## config.mk

```make
export PLATFORM = sky130hd
export DESIGN_NAME = srda_front
export DESIGN_NICKNAME = d
export VERILOG_FILES = /design/src/rtl/core/srda_pkg.sv /design/src/rtl/core/srda_front.sv
export SDC_FILE = /design/constraint.sdc
export NUM_CORES = 1
export LEC_CHECK = 0
export ABC_AREA = 1
export BUFFER_PORTS_ARGS = -buffer_cell sky130_fd_sc_hd__buf_2
export CORE_AREA = 2 2 535 537
export CTS_BUF_LIST = sky130_fd_sc_hd__clkbuf_8 sky130_fd_sc_hd__clkbuf_16
export DETAILED_ROUTE_END_ITERATION = 7
export DIE_AREA = 0 0 537 539
export GPL_ROUTABILITY_DRIVEN = 0
export HOLD_SLACK_MARGIN = 0.06
export PLACE_DENSITY_LB_ADDON = 0.1
export SKIP_LAST_GASP = 1
export SLEW_MARGIN = 20
export SYNTH_ARGS = -nofsm -noshare
export SYNTH_HDL_FRONTEND = slang
export SYNTH_SLANG_ARGS = --single-unit
```

## constraint.sdc

```tcl
create_clock -name clk -period 9.6 [get_ports clk]
set_clock_uncertainty 0.1 [all_clocks]
set_input_delay 1.92 -clock clk [delete_from_list [all_inputs] [get_ports clk]]
set_output_delay 1.92 -clock clk [all_outputs]
set_load 0.01 [all_outputs]
```

## src/rtl/core/srda_pkg.sv

```systemverilog
// Shared types and constants for the session replay and duplicate admission filter.
`default_nettype none
package srda_pkg;

  localparam int HISTORY_DEPTH_DEF = 64;
  localparam int SESSION_SLOTS_DEF = 8;
  localparam logic [31:0] GEN_MAX = 32'hFFFF_FFFF;

  typedef enum logic [3:0] {
    DISP_ACCEPTED        = 4'd0,
    DISP_DUP_PIXELS      = 4'd1,
    DISP_DUP_OBSERVATION = 4'd2,
    DISP_DUP_GEOMETRY    = 4'd3,
    DISP_DUP_CALIBRATION = 4'd4,
    DISP_CONFLICT        = 4'd5,
    DISP_STALE           = 4'd6,
    DISP_SESSION_LIMIT   = 4'd7,
    DISP_EXHAUSTED       = 4'd8,
    DISP_CLEARED         = 4'd9
  } disp_t;

  typedef enum logic [1:0] {
    F_IDLE,
    F_SCAN,
    F_PUSH
  } front_state_t;

  typedef enum logic [1:0] {
    B_IDLE,
    B_LOOK,
    B_APPLY
  } back_state_t;

  typedef struct packed {
    logic [63:0] tag;
    logic [31:0] seq;
    logic [63:0] codeword;
    logic [63:0] pixels;
    logic [31:0] geo_gen;
    logic [31:0] cal_gen;
  } hist_entry_t;

  typedef struct packed {
    logic        clear;
    logic [63:0] tag;
    logic [31:0] seq;
    logic [7:0]  profile;
    logic [63:0] codeword;
    logic [63:0] pixels;
    logic [63:0] geo;
    logic [63:0] cal;
  } item_t;

  typedef struct packed {
    item_t       item;
    logic        found;
    hist_entry_t entry;
  } job_t;

  typedef struct packed {
    disp_t       disp;
    logic [31:0] geo_gen;
    logic [31:0] cal_gen;
    logic [3:0]  tracked;
    logic [6:0]  retained;
  } result_t;

endpackage
`default_nettype wire

```

## src/rtl/core/srda_front.sv

```systemverilog
// Front end: accept an item and scan the history ring for its tag and sequence.
`default_nettype none
module srda_front #(
  parameter int HISTORY_DEPTH = 64
) (
  input  wire logic                             clk,
  input  wire logic                             rst_n,
  input  wire logic                             in_valid,
  output logic                                  in_ready,
  input  wire srda_pkg::item_t                  in_item,
  input  wire logic                             allow,
  input  wire logic [HISTORY_DEPTH-1:0]         hist_valid,
  output logic      [$clog2(HISTORY_DEPTH)-1:0] ram_raddr,
  input  wire srda_pkg::hist_entry_t            ram_rdata,
  output logic                                  q_push,
  output srda_pkg::job_t                        q_job,
  output logic      [$clog2(HISTORY_DEPTH)-1:0] q_idx,
  input  wire logic                             q_full
);
  import srda_pkg::*;

  localparam int IW = $clog2(HISTORY_DEPTH);
  localparam logic [IW-1:0] LAST = IW'(HISTORY_DEPTH - 1);

  front_state_t state_r, state_nxt;
  item_t        item_r;
  hist_entry_t  entry_r;
  logic [IW-1:0] addr_r, pidx_r, fidx_r;
  logic          issue_r, pend_r, found_r;
  logic          hit, accept;

  assign hit    = pend_r && hist_valid[pidx_r] && (ram_rdata.tag == item_r.tag) &&
                  (ram_rdata.seq == item_r.seq);
  assign accept = in_valid && in_ready;

  always_comb begin
    state_nxt = state_r;
    unique case (state_r)
      F_IDLE: begin
        if (accept) begin
          state_nxt = in_item.clear ? F_PUSH : F_SCAN;
        end
      end
      F_SCAN: begin
        if (hit || (pend_r && pidx_r == LAST)) begin
          state_nxt = F_PUSH;
        end
      end
      F_PUSH: begin
        if (!q_full) begin
          state_nxt = F_IDLE;
        end
      end
      default: state_nxt = F_IDLE;
    endcase
  end

  always_comb begin
    in_ready  = 1'b0;
    q_push    = 1'b0;
    ram_raddr = addr_r;
    unique case (state_r)
      F_IDLE:  in_ready = allow;
      F_SCAN:  in_ready = 1'b0;
      F_PUSH:  q_push   = !q_full;
      default: in_ready = 1'b0;
    endcase
  end

  assign q_job = '{item: item_r, found: found_r, entry: entry_r};
  assign q_idx = fidx_r;

  always_ff @(posedge clk) begin
    if (!rst_n) begin
      state_r <= F_IDLE;
      issue_r <= 1'b0;
      pend_r  <= 1'b0;
      found_r <= 1'b0;
    end else begin
      state_r <= state_nxt;
      if (accept) begin
        issue_r <= !in_item.clear;
        pend_r  <= 1'b0;
        found_r <= 1'b0;
      end else if (state_r == F_SCAN) begin
        issue_r <= issue_r && !hit && (addr_r != LAST);
        pend_r  <= issue_r && !hit;
        if (hit) begin
          found_r <= 1'b1;
        end
      end
    end
  end

  always_ff @(posedge clk) begin
    if (accept) begin
      item_r <= in_item;
      addr_r <= '0;
    end else if (state_r == F_SCAN) begin
      if (issue_r) begin
        addr_r <= addr_r + 1'b1;
      end
      pidx_r <= addr_r;
      if (hit) begin
        fidx_r  <= pidx_r;
        entry_r <= ram_rdata;
      end
    end
  end

endmodule
`default_nettype wire

```

**Word level (Yosys, flattened, before mapping)**

Index checks and enable logic that the tools add are counted.

- Flip-flop bits (word level): 672
- Latch bits: 0
- Bits in writable memories: 0
- ROM bits: 0
- Input bits: 718
- Output and inout port bits: 664
- Logic and storage cells: 64
- Memories kept: 0

- Add/sub/neg operators: 1
- Multiply operators: 0
- Div/mod/pow operators: 0
- $lt $le $gt $ge: 1
- Equal/unequal tests: 9
- Shift operators: 0
- Multiplexer cells: 11
- Bitwise operators: 2
- Reduce and logical (&&, ||, !) cells: 19

Operators by type and width:

| cell | number |
|---|---|
| == test 64 bit | 1 |
| == test 32 bit | 1 |
| two-way mux 2 bit | 4 |
| logical AND 1 bit | 7 |
| < comparator 6 x 7 -> 1 bit (second input constant) | 1 |
| adder 6 x 1 -> 6 bit (second input constant) | 1 |
| binary-select mux 1 bit (select 6 bit) | 1 |
| == test 6 bit (second input constant) | 1 |
| != test 2 bit (second input constant) | 3 |
| != test 6 bit (second input constant) | 1 |
| one-hot mux 2 bit (3 select lines) | 1 |
| AND reduction 2 bit | 3 |
| AND reduction 3 bit | 2 |
| two-way mux 1 bit | 5 |
| logical NOT 1 bit | 3 |
| == test 2 x 1 -> 1 bit (second input constant) | 1 |
| == test 2 bit (second input constant) | 1 |
| logical NOT 2 bit | 1 |
| NOT 1 bit | 2 |
| nonzero test 2 bit | 1 |
| OR reduction 2 bit | 1 |
| logical OR 1 bit | 1 |

**Depth between registers and ports, before layout**

Gate-level depths: netlist of the first run.

- Depth after elaboration: 10
- Depth in mapped cells: 16
- Gate-level depth less buffers: 15

**Least setup slack after synthesis of the first run**

OpenSTA, ideal clock, no wires.

- Path kind: input -> register
- Start: input allow
- End: register item_r (netlist bit q_job[289]), enable pin
- Library setup time: 710 ps
- Data arrival time: 9243 ps
- Data required time: 8790 ps
- Setup slack: -452 ps
- Cell stages on the path: 3
- Buffers on the path: 0
- Path through: and2_1 nand2_1 inv_1

- Longest elaborated chain between the ends: 2

Ends and longest elaborated chain:

| what | RTL line | source |
|---|---|---|
| start, declared | srda_front.sv:11 | `input wire logic allow,` |
| two-way mux 1 bit | srda_front.sv:62 | `unique case (state_r)` |
| logical AND 1 bit | srda_front.sv:34 | `assign accept = in_valid && in_ready;` |
| net accept | srda_front.sv:30 | `logic hit, accept;` |
| end signal, assigned | srda_front.sv:97 | `item_r <= in_item;` |
| end, declared | srda_front.sv:26 | `item_t item_r;` |

The timed path passes the listed nets, and every way through them passes these cells.
A chain may end at the register's enable or synchronous reset.

**Worst setup path in the final report of the first run**

- Start: input ram_rdata[229] (netlist name)
- End: register entry_r (netlist bit q_job[212]), enable pin

- Longest elaborated chain between the ends: 4

Ends and longest elaborated chain:

| what | RTL line | source |
|---|---|---|
| start, declared | srda_front.sv:14 | `input wire srda_pkg::hist_entry_t ram_rdata,` |
| == test 64 bit | srda_front.sv:32 | `assign hit = pend_r && hist_valid[pidx_r] && (ram_rdata.tag == item_r.tag) &&` |
| logical AND 1 bit (2 in series) | srda_front.sv:32 |  |
| AND reduction 3 bit (no source line) | -- |  |
| end signal, assigned | srda_front.sv:106 | `entry_r <= ram_rdata;` |
| end, declared | srda_front.sv:27 | `hist_entry_t entry_r;` |

No other way between the ends.

==> impl_metrics.json, run 1 <==
{
  "viasPerCell": 2.62,
  "pre_cts_ws_ns": 3.07,
  "power_w": 0.00756,
  "wire_per_inst_um": 24.1,
  "instances_no_fill": 6766,
  "cts_sinks": 672,
  "die_height_um": 539,
  "cp_max_fo": 44,
  "crit_chain": "buf_2 -> inv_1 -> nand2_1 -> nand2_1 -> nor2_1 -> nand2_1 -> nor2_1 -> nand2_1 -> nor2_1 -> nand2_1 -> nor2_1 -> nand3_2 -> nor2_4 -> buf_4",
  "grt_pass1_vias": 19000,
  "netSwitchingPower_w": 0.00188,
  "holdBufCountCts": 0,
  "worst_pin_slew_ns": 1.01,
  "start_util_pct": 8.12,
  "postLayoutCoreUtil_pct": 13.4,
  "dp.cells": 6525,
  "synth-xor-area-share_pct": 0.874,
  "r2r_start": "q_job[642]$_DFFE_PP_",
  "startpoint_type": "primary input",
  "grt_pass1_wl_mm": 203,
  "hold_violations": 0,
  "fin_crit_ns": 5.10,
  "worst_slack_ns": 4.50,
  "synthMuxAreaShare_pct": 0,
  "grt_usage_pct": 10.8,
  "die_w_um": 537,
  "synth_seq_cells": 672,
  "synth_compound_area_share_pct": 0.950,
  "crit_family": "simple AND/OR/NAND/NOR gates",
  "cts_buffers": 103,
  "post-route-period-util_pct": 53.1,
  "seq_area_frac_synth_pct": 87.1,
  "swShare_pct": 24.9,
  "yosysUniqueCellTypes": 32,
  "synth.yosys.warnings": 0,
  "yosys.area_share.simple_pct": 7.64,
  "status": "finished clean",
  "powerDensity_mw_per_mm2": 198,
  "rows": 196,
  "ant_nets": 0,
  "pin_count": 1382,
  "comb_power_share_pct": 6.9,
  "reg2regPathDepth": 13,
  "setup_viol": 0,
  "hold_depth": 0,
  "cp_num_cells": 14,
  "drc_errors": 0,
  "max_clock_freq_mhz": 196,
  "htree_levels": 3,
  "cts_setup_buffers": 0,
  "clockRootBuffer": "clkbuf_16",
  "dr_total_vias": 17800,
  "synth_top_family_by_area": "simple AND/OR/NAND/NOR gates",
  "critPathKind": "in -> reg",
  "netlist_area_mm2": 0.0231,
  "slew_headroom_pct": 33.0,
  "synthAdderAreaFrac_pct": 0.0543,
  "vdd.ir_drop.worst_mv": 0.0993,
  "rsz0062_at_grt": "no",
  "worstSetupEndpointType": "flip-flop",
  "worstSetupStartpoint": "ram_rdata[229]",
  "grt_max_degree": 130,
  "cts_resized": 0,
  "dieArea_mm2": 0.289,
  "area_growth_pct": 65.3,
  "crit_required_ns": 9.89,
  "synth_nets": 2094,
  "syn-instance-count": 1375,
  "max_stage_delay_ns": 0.69,
  "hpwl_mm": 139,
  "setup_tns_ns": 0,
  "drt_pre_antenna_iters": 4,
  "avgSynthCellArea_um2": 16.8,
  "multi_input_comb_area_mm2": 0.00219,
  "drt_wl_total_mm": 163,
  "io_buffer_count": 1381,
  "drive_above_1_share_pct": 52.5,
  "fill_cells": 32300,
  "cpMaxStageDelayCell": "buf_4",
  "antenna_found_initial": 212,
  "cts_tree": "built",
  "cpMostUsedCell": "nand2_1",
  "r2r_slack_ns": 5.17,
  "crit_end": "q_job[212]$_DFFE_PP_",
  "final_nets": 3587,
  "design.core.area_mm2": 0.284,
  "clk_pin_slew_ns": 0.06,
  "intPower_w": 0.00568,
  "max-cap-violations": 0,
  "critPathArrivalTime_ns": 5.38,
  "regArea_mm2": 0.0201,
  "grt_overflow_total": 0,
  "p_seq_share_pct": 44.9,
  "min_path_type": "reg -> reg",
  "rr_endpoint": "q_job[212]$_DFFE_PP_",
  "p_leak_nw": 15.4,
  "clock_latency_ns": 0.83,
  "drtIter0Drc": 823,
  "clkPwrFrac_pct": 48.2,
  "drv_slew": 0,
  "clock_path_buffers": 4,
  "crit_buf_inv": 3
}
-- power groups by stage --
stage	combinational (W)	sequential, W	clock (W)
final	0.000524	0.00339	0.00365
after global routing	0.000580	0.00340	0.00394
after CTS	0.000561	0.00340	0.00387
after detailed placement	0.000560	0.00346	0
after global placement	0.000560	0.00346	0
after floorplan	0.000112	0.00350	0
-- per-layer routing --
metal	vias to the layer above	track usage (%)	wire length, um	part of all wire, %
met5	-	0.350	1130	0.69
met2	1136	20.6	86600	53
met4	156	2.86	4520	2.8
met1	8150	9.13	48800	30
li1	7910	-	-	-
met3	406	6.84	22300	14
-- worst register-to-register path: cells and delay by family (launching register included) --
family | cells | cell delay (ns)
compound gates | 1 | 0.09
buf+inv | 2 | 0.88
simple gates | 10 | 2.31
flops | 1 | 0.54
-- cell families after synthesis --
kind of cell             count (synthesis)
AND/OR/NAND/NOR                        440
flip-flops                             672
buffers and inverters                  197
AO/OA/AOI/OAI                           42
XOR/XNOR                                23
adder cells (fa/ha/maj)                  1
-- worst min path at each step --
stage,from,endpoint
after floorplan,pidx_r[1]$_DFFE_PP_,q_idx[1]$_DFFE_PP_
after global placement,found_r$_SDFFE_PP0P_,found_r$_SDFFE_PP0P_
after detailed placement,ram_raddr[2]$_SDFFE_PP0P_,pidx_r[2]$_DFFE_PP_
after CTS,ram_raddr[2]$_SDFFE_PP0P_,pidx_r[2]$_DFFE_PP_
after global routing,found_r$_SDFFE_PP0P_,found_r$_SDFFE_PP0P_
final,ram_raddr[2]$_SDFFE_PP0P_,pidx_r[2]$_DFFE_PP_
-- layout make-up --
type                    count  share of cell area, %
inverters                 185                   1.84
flip-flops and latches    672                   52.7
diodes                     63                  0.414
clock buffers             105                   6.86
clock inverters            73                   1.47
multi-input cells         506                   5.76
well taps                3762                   12.4
repair buffers           1400                   18.6
-- state kept, by name, indices dropped and copies added (netlist names) --
name,cells
ram_raddr,6
issue_r,1
q_job,649
state_r,2
pend_r,1
pidx_r,6
q_idx,6
found_r,1
-- placed cells by master (no fill, tap or decap), types with 2 or more instances in the layout --
master / count
diode_2: 63
or2_0: 3
clkinv_2: 11
buf_2: 1381
bufinv_16: 7
nor2_1: 78
clkinv_1: 17
o22ai_1: 2
buf_4: 15
inv_6: 2
clkinv_8: 2
nand2_1: 303
nand3_1: 40
o21ai_1: 3
clkbuf_16: 104
o21ai_0: 27
xnor2_1: 22
nor3_1: 3
buf_12: 4
dfxtp_1: 11
clkinvlp_4: 6
nand4_1: 5
inv_1: 208
edfxtp_1: 661
clkinv_4: 2
a21oi_1: 8
-- metrics by stage --
step / hold WS [ns] / cell area, um^2
after global routing: 0.421 / 38000
after CTS: 0.398 / 38000
after detailed placement: 0.376 / 34800
after floorplan: 0.321 / 23100
after global placement: 0.353 / 34800
final: 0.388 / 38100
-- synthesized netlist by cell type (all sizes together) --
cell type | n | area, um^2
edfxtp | 661 | 19800
nand2 | 304 | 1140
inv | 184 | 693
nor2 | 80 | 310
nand3 | 41 | 210
o21ai | 30 | 150
xnor2 | 22 | 193
buf | 12 | 92.6
dfxtp | 11 | 220
a21oi | 8 | 40.0
nand4 | 5 | 31.3
nor3 | 3 | 15.0
or2 | 3 | 18.8
nor3b | 2 | 20.0
o22ai | 2 | 12.5
a41oi | 1 | 8.76
and2 | 1 | 6.26
clkinv | 1 | 3.75
ha | 1 | 12.5
nor4 | 1 | 6.26
o211ai | 1 | 7.51
xor2 | 1 | 8.76
Note: power is estimated with default switching activity, not from simulation.
==> run 2, diff against run 1 <==
ABC_AREA = 0   (was 1)
CORE_AREA = 2 2 543 545   (was 2 2 535 537)
DIE_AREA = 0 0 545 547   (was 0 0 537 539)
clock period = 5.1 ns   (was 9.6 ns; I/O delays follow)
==> run 2 against run 1 <==
Compared with the run above:
- clock power grew 85%
- largest power group unchanged
- cell count shrank 3.4%
- highest routed layer unchanged
- combinational power grew 100%
- worst setup slack lost 3.3 ns
- critical path depth shrank 3
- global-route usage shrank 0.17 points
- via count shrank 6.7%
- final area is essentially flat
- critical path type is now reg -> reg
==> impl_metrics.json, run 2 <==
{
  "crit_end": "q_job[214]$_DFFE_PP_",
  "final_nets": 3214,
  "die_height_um": 547,
  "antenna_found_initial": 180,
  "pin_count": 1382,
  "use_met3_pct": 5.95,
  "viasPerCell": 2.53,
  "cts_tree": "built",
  "clock_latency_ns": 0.81,
  "drive_above_1_share_pct": 61.6,
  "worst_slack_ns": 1.24,
  "pre_cts_ws_ns": 0.802,
  "p_leak_nw": 14.4,
  "start_util_pct": 7.65,
  "worst_pin_slew_ns": 0.876,
  "wire_per_inst_um": 25.3,
  "drv_slew": 0,
  "slew_headroom_pct": 41.6,
  "post-route-period-util_pct": 75.6,
  "instances_no_fill": 6538,
  "worstSetupStartpoint": "pidx_r[1]$_DFFE_PP_",
  "max-cap-violations": 0,
  "powerDensity_mw_per_mm2": 374,
  "avgSynthCellArea_um2": 23.2,
  "dp.cells": 6313,
  "setup_viol": 0,
  "rsz0062_at_grt": "no",
  "yosysUniqueCellTypes": 58,
  "rr_endpoint": "q_job[214]$_DFFE_PP_",
  "ys_top_cells_by_count": "edfxtp_1 (661), xor2_1 (59), nor4_1 (27)",
  "layout_commonest_cell": "buf_2",
  "dieArea_mm2": 0.298,
  "fill_cells": 33100,
  "synth-async-reset-ratio_pct": 0,
  "area_growth_pct": 70.2,
  "vdd.ir_drop.worst_mv": 0.222,
  "cp_max_fo": 22,
  "ant_nets": 0,
  "grt.busiest_layer": "met2",
  "clk_pin_slew_ns": 0.06,
  "fin_crit_ns": 3.86,
  "grt_max_degree": 63,
  "netlist.area_leader.share_pct": 88.7,
  "drt_pre_antenna_iters": 5,
  "design.core.area_mm2": 0.293,
  "clockRootBuffer": "clkbuf_16",
  "drtIter0Drc": 809,
  "synthTopCellsByArea": "edfxtp_1 (89%), xor2_1 (2.3%), mux4_1 (1.2%)",
  "crit_required_ns": 5.46,
  "critPathArrivalTime_ns": 4.21,
  "r2r_start": "pidx_r[1]$_DFFE_PP_",
  "cts_resized": 0,
  "use_met2_pct": 19.6,
  "ys.flop_type": "edfxtp_1",
  "clock_path_buffers": 4,
  "r2r_slack_ns": 1.24,
  "worstSetupEndpointType": "flip-flop",
  "status": "finished clean",
  "cts_buffers": 99,
  "reg2regPathDepth": 11,
  "critPathKind": "reg -> reg",
  "htree_levels": 3,
  "largest_reg_flops": 649,
  "regArea_mm2": 0.0201,
  "grt_pass1_vias": 17600,
  "min_path_type": "in -> reg",
  "die_w_um": 545,
  "max_clock_freq_mhz": 259,
  "grt_overflow_total": 0,
  "cts_sinks": 672,
  "drc_errors": 0,
  "hpwl_mm": 144,
  "multi_input_comb_area_mm2": 0.00222,
  "synth.yosys.warnings": 0,
  "netlist_area_mm2": 0.0224,
  "rows": 199,
  "synth_nets": 1684,
  "hold_violations": 0,
  "layout_common_cells": "buf_2 (1381), edfxtp_1 (661), clkbuf_16 (100)",
  "grt_usage_pct": 10.7,
  "startpoint_type": "flip-flop",
  "holdBufCountCts": 0,
  "syn-instance-count": 965,
  "synth_seq_cells": 672,
  "dr_total_vias": 16600,
  "seq_area_frac_synth_pct": 89.7,
  "cts_setup_buffers": 0,
  "synth_edf_count": 661,
  "met1_usage_pct": 10.1,
  "yosys.area.top_type": "edfxtp_1",
  "synth_most_common_cell": "edfxtp_1",
  "io_buffer_count": 1381,
  "grt_pass1_wl_mm": 203,
  "drt_wl_total_mm": 166
}
## run 2: cell types whose count changed after synthesis, moves of 10 or more
cell      previous run  this run
inv_1              182        19
mux4_1               0        10
nand2_1            303        10
nand2b_1             0        22
nand3_1             40         4
nand4_1              5        18
nor2_1              78        11
nor2b_1              0        18
nor4_1               1        27
o21ai_0             29         4
xnor2_1             22        10
xor2_1               1        59
## run 2: cell type report
| cell class | count | area share [%] |
|---|---|---|
| Timing Repair Buffer | 1436 | 19.9 |
| Clock buffer | 100 | 6.57 |
| Antenna cell | 50 | 0.328 |
| Sequential cell | 672 | 52.7 |
| Inverter | 20 | 0.266 |
| Clock inverter | 75 | 1.54 |
| Multi-Input combinational cell | 266 | 5.82 |
| Tap cell | 3919 | 12.9 |
## run 2: critical path, stage by stage (launching register included)
cell	delay (ns)
edfxtp_1	0.84
buf_4	0.32
buf_4	0.19
mux4_1	0.19
mux2i_2	0.15
buf_4	0.23
a22oi_1	0.29
nand4_1	0.19
nor4_4	0.29
buf_12	0.21
buf_12	0.20
buf_12	0.22
## run 2: worst min-delay path by stage
stage / from / to / cells after the start
final: ram_rdata[139] / q_job[139]$_DFFE_PP_ / 1
after global routing: in_item[315] / q_job[604]$_DFFE_PP_ / 1
after CTS: in_item[315] / q_job[604]$_DFFE_PP_ / 1
after detailed placement: found_r$_SDFFE_PP0P_ / found_r$_SDFFE_PP0P_ / 2
after global placement: found_r$_SDFFE_PP0P_ / found_r$_SDFFE_PP0P_ / 2
after floorplan: pidx_r[1]$_DFFE_PP_ / q_idx[1]$_DFFE_PP_ / 0
## run 2: power by group
group	internal (W)	leakage, nW	switching, W	total, W
registers	0.00630	6.15	0.000118	0.00642
clock network	0.00398	1.60	0.00278	0.00676
logic	0.000428	6.68	0.000633	0.00106
## run 2: metrics by stage
step | cell area, um^2 | util (%) | hold slack, ns | setup TNS (ns) | total power (W)
finish | 38100 | 13.0 | 0.278 | 0 | 0.0142
global route | 38000 | 13.0 | 0.204 | 0 | 0.0149
CTS | 38000 | 13.0 | 0.162 | 0 | 0.0147
detailed placement | 34900 | 11.9 | 0.391 | 0 | 0.00768
global placement | 34900 | 11.9 | 0.392 | 0 | 0.00769
floorplan | 22400 | - | 0.324 | -1982.45 | 0.00679
## run 2: layer usage
metal,up-vias,share of wire (%)
met2,1199,51
li1,7050,-
met1,7840,33
met3,369,13
met4,114,2.8
met5,-,0.46
## run 2: cells by family (layout without fill, tap and decap cells)
group           after synthesis  after routing  share of synthesized area, %
mux                          22             22                          1.94
xor+xnor                     69             69                          2.70
simple gates                133            133                          3.53
flops                       672            672                          89.7
other cells                   0             50                             0
buf+inv                      27           1631                         0.559
compound gates               41             41                          1.53
fa+ha+maj                     1              1                        0.0559
==> run 3, diff against run 2 <==
clock period = 3.6 ns   (was 5.1 ns; I/O delays follow)
==> run 3 against run 2 <==
Compared with the run above:
- die area did not move
- clock-buffer cell count rose by 2
- power rose by 49%
- routed wire length rose by 1.8%
- sequential cell count did not move
- combinational power rose by 110%
- critical path type is now in -> reg
==> impl_metrics.json, run 3 (same netlist as run 2, synthesis figures left out) <==
{
  "holdPathEnd": "q_job[469]$_DFFE_PP_",
  "clock_path_buffers": 4,
  "final_nets": 3908,
  "hpwl_mm": 144,
  "io_buffer_count": 1381,
  "r2r_start": "q_job[616]$_DFFE_PP_",
  "cp_max_fo": 7,
  "drc_errors": 0,
  "setup_tns_ns": 0,
  "hold_depth": 1,
  "hold_violations": 0,
  "worst_slack_ns": 0.0956,
  "cts_buffers": 101,
  "powerDensity_mw_per_mm2": 469,
  "grt_usage_pct": 10.8,
  "max-cap-violations": 0,
  "power_w": 0.0212,
  "grt_max_degree": 46,
  "cts_tree": "built",
  "max_clock_freq_mhz": 285,
  "pre_cts_ws_ns": -0.549,
  "rsz0062_at_grt": "no",
  "layout_common_cells": "buf_2 (1379), edfxtp_1 (661), dlygate4sd3_1 (642)",
  "status": "finished clean",
  "viasPerCell": 2.62,
  "worstSetupEndpointType": "flip-flop",
  "crit_family": "buffers and inverters",
  "crit_buf_inv": 8,
  "reg2regPathDepth": 12,
  "crit_required_ns": 3.99,
  "rr_endpoint": "q_idx[2]$_DFFE_PP_",
  "slew_headroom_pct": 54.8,
  "cpMaxStageDelayCell": "dlygate4sd3_1",
  "design.core.area_mm2": 0.293,
  "fill_cells": 32700,
  "clock_latency_ns": 0.81,
  "ant_nets": 0,
  "antenna_found_initial": 112,
  "cts_sinks": 672,
  "grt_pass1_wl_mm": 211,
  "clk_pin_slew_ns": 0.05,
  "grt_overflow_total": 0,
  "drt_pre_antenna_iters": 4,
  "rows": 199,
  "wire_per_inst_um": 23.3,
  "dr_total_vias": 18900,
  "crit_chain": "dlygate4sd3_1 -> buf_2 -> xor2_1 -> nor4_2 -> buf_4 -> nand4_1 -> nor4_4 -> buf_12 -> nand3_4 -> nor4_4 -> buf_6 -> buf_16 -> buf_12 -> clkbuf_16",
  "die_height_um": 547,
  "p_leak_nw": 17.5,
  "critPathKind": "in -> reg",
  "max_stage_delay_ns": 0.53,
  "critPathArrivalTime_ns": 3.89,
  "drive_above_1_share_pct": 50.6,
  "grt_pass1_vias": 21200,
  "drt_wl_total_mm": 169,
  "worst_pin_slew_ns": 0.665,
  "dieArea_mm2": 0.298,
  "instances_no_fill": 7231,
  "placed_area_mm2": 0.0353,
  "die_w_um": 545,
  "htree_levels": 3,
  "min_path_type": "in -> reg",
  "post-route-period-util_pct": 97.3,
  "fin_crit_ns": 3.50,
  "setup_viol": 0,
  "pin_count": 1382,
  "vdd.ir_drop.worst_mv": 0.312,
  "r2r_slack_ns": 0.14,
  "dp.cells": 6354,
  "holdCritStartpoint": "in_item[180]",
  "clockRootBuffer": "clkbuf_16",
  "area_growth_pct": 102,
  "start_util_pct": 7.65,
  "design_area_mm2": 0.0453,
  "startpoint_type": "primary input",
  "drtIter0Drc": 675,
  "largest_reg_flops": 649,
  "layout_commonest_cell": "buf_2",
  "drv_slew": 0
}
run 3: worst max-delay path by stage:
stage / startpoint / endpoint / slack (ns) / depth (start not counted)
4_1_cts: q_job[639]$_DFFE_PP_ / q_job[80]$_DFFE_PP_ / -0.01 / 10
3_3_place_gp: ram_rdata[284] / q_job[93]$_DFFE_PP_ / -0.62 / 11
2_1_floorplan: ram_rdata[253] / q_idx[0]$_DFFE_PP_ / -7.94 / 6
5_1_grt: q_job[616]$_DFFE_PP_ / q_job[254]$_DFFE_PP_ / 0.001 / 12
6_report: ram_rdata[214] / q_idx[2]$_DFFE_PP_ / 0.1 / 14
3_5_place_dp: ram_rdata[284] / q_job[277]$_DFFE_PP_ / -0.55 / 11
run 3: cell type report:
type,instances,area (um^2),share of cell area (%)
inverter,20,101,0.224
sequential,672,20100,44.3
antenna,51,128,0.282
clock inverter,73,651,1.44
tap,3919,4900,10.8
multi-input combinational,266,2290,5.06
clock buffer,102,2550,5.63
timing repair buffer,2128,14600,32.2
run 3: through the flow:
| stage | utilization (%) | hold WS, ns |
|---|---|---|
| floorplan | - | 0.324 |
| global placement | 12.1 | 0.372 |
| detailed placement | 12.1 | 0.374 |
| CTS | 15.4 | 0.0647 |
| global route | 15.5 | 0.0730 |
| finish | 15.5 | 0.135 |
run 3: where the power goes:
| part | leakage, nW | switching (W) | internal, W |
|---|---|---|---|
| Combinational | 9.70 | 0.00112 | 0.00112 |
| Clock | 1.64 | 0.00404 | 0.00589 |
| Sequential | 6.15 | 0.000145 | 0.00892 |
| Total | 17.5 | 0.00531 | 0.0159 |
run 3: timing repair:
| action | in CTS | in global routing |
|---|---|---|
| hold buffers | 642 | 0 |
| gates resized for setup | 5 | 24 |
| setup endpoints to repair | 290 | 99 |
| buffers inserted | 0 | 8 |
| hold endpoints to repair | 642 | 0 |
| cloned | 0 | 3 |
| pin swaps | 0 | 7 |
run 3: layer usage:
| metal | global-route usage [%] | vias to the layer above | part of all wire, % |
|---|---|---|---|
| li1 | - | 8454 | - |
| met4 | 3.41 | 78 | 3.0 |
| met1 | 10.4 | 9047 | 34 |
| met5 | 0 | - | 0.29 |
| met2 | 20.3 | 1074 | 52 |
| met3 | 4.72 | 283 | 10 |
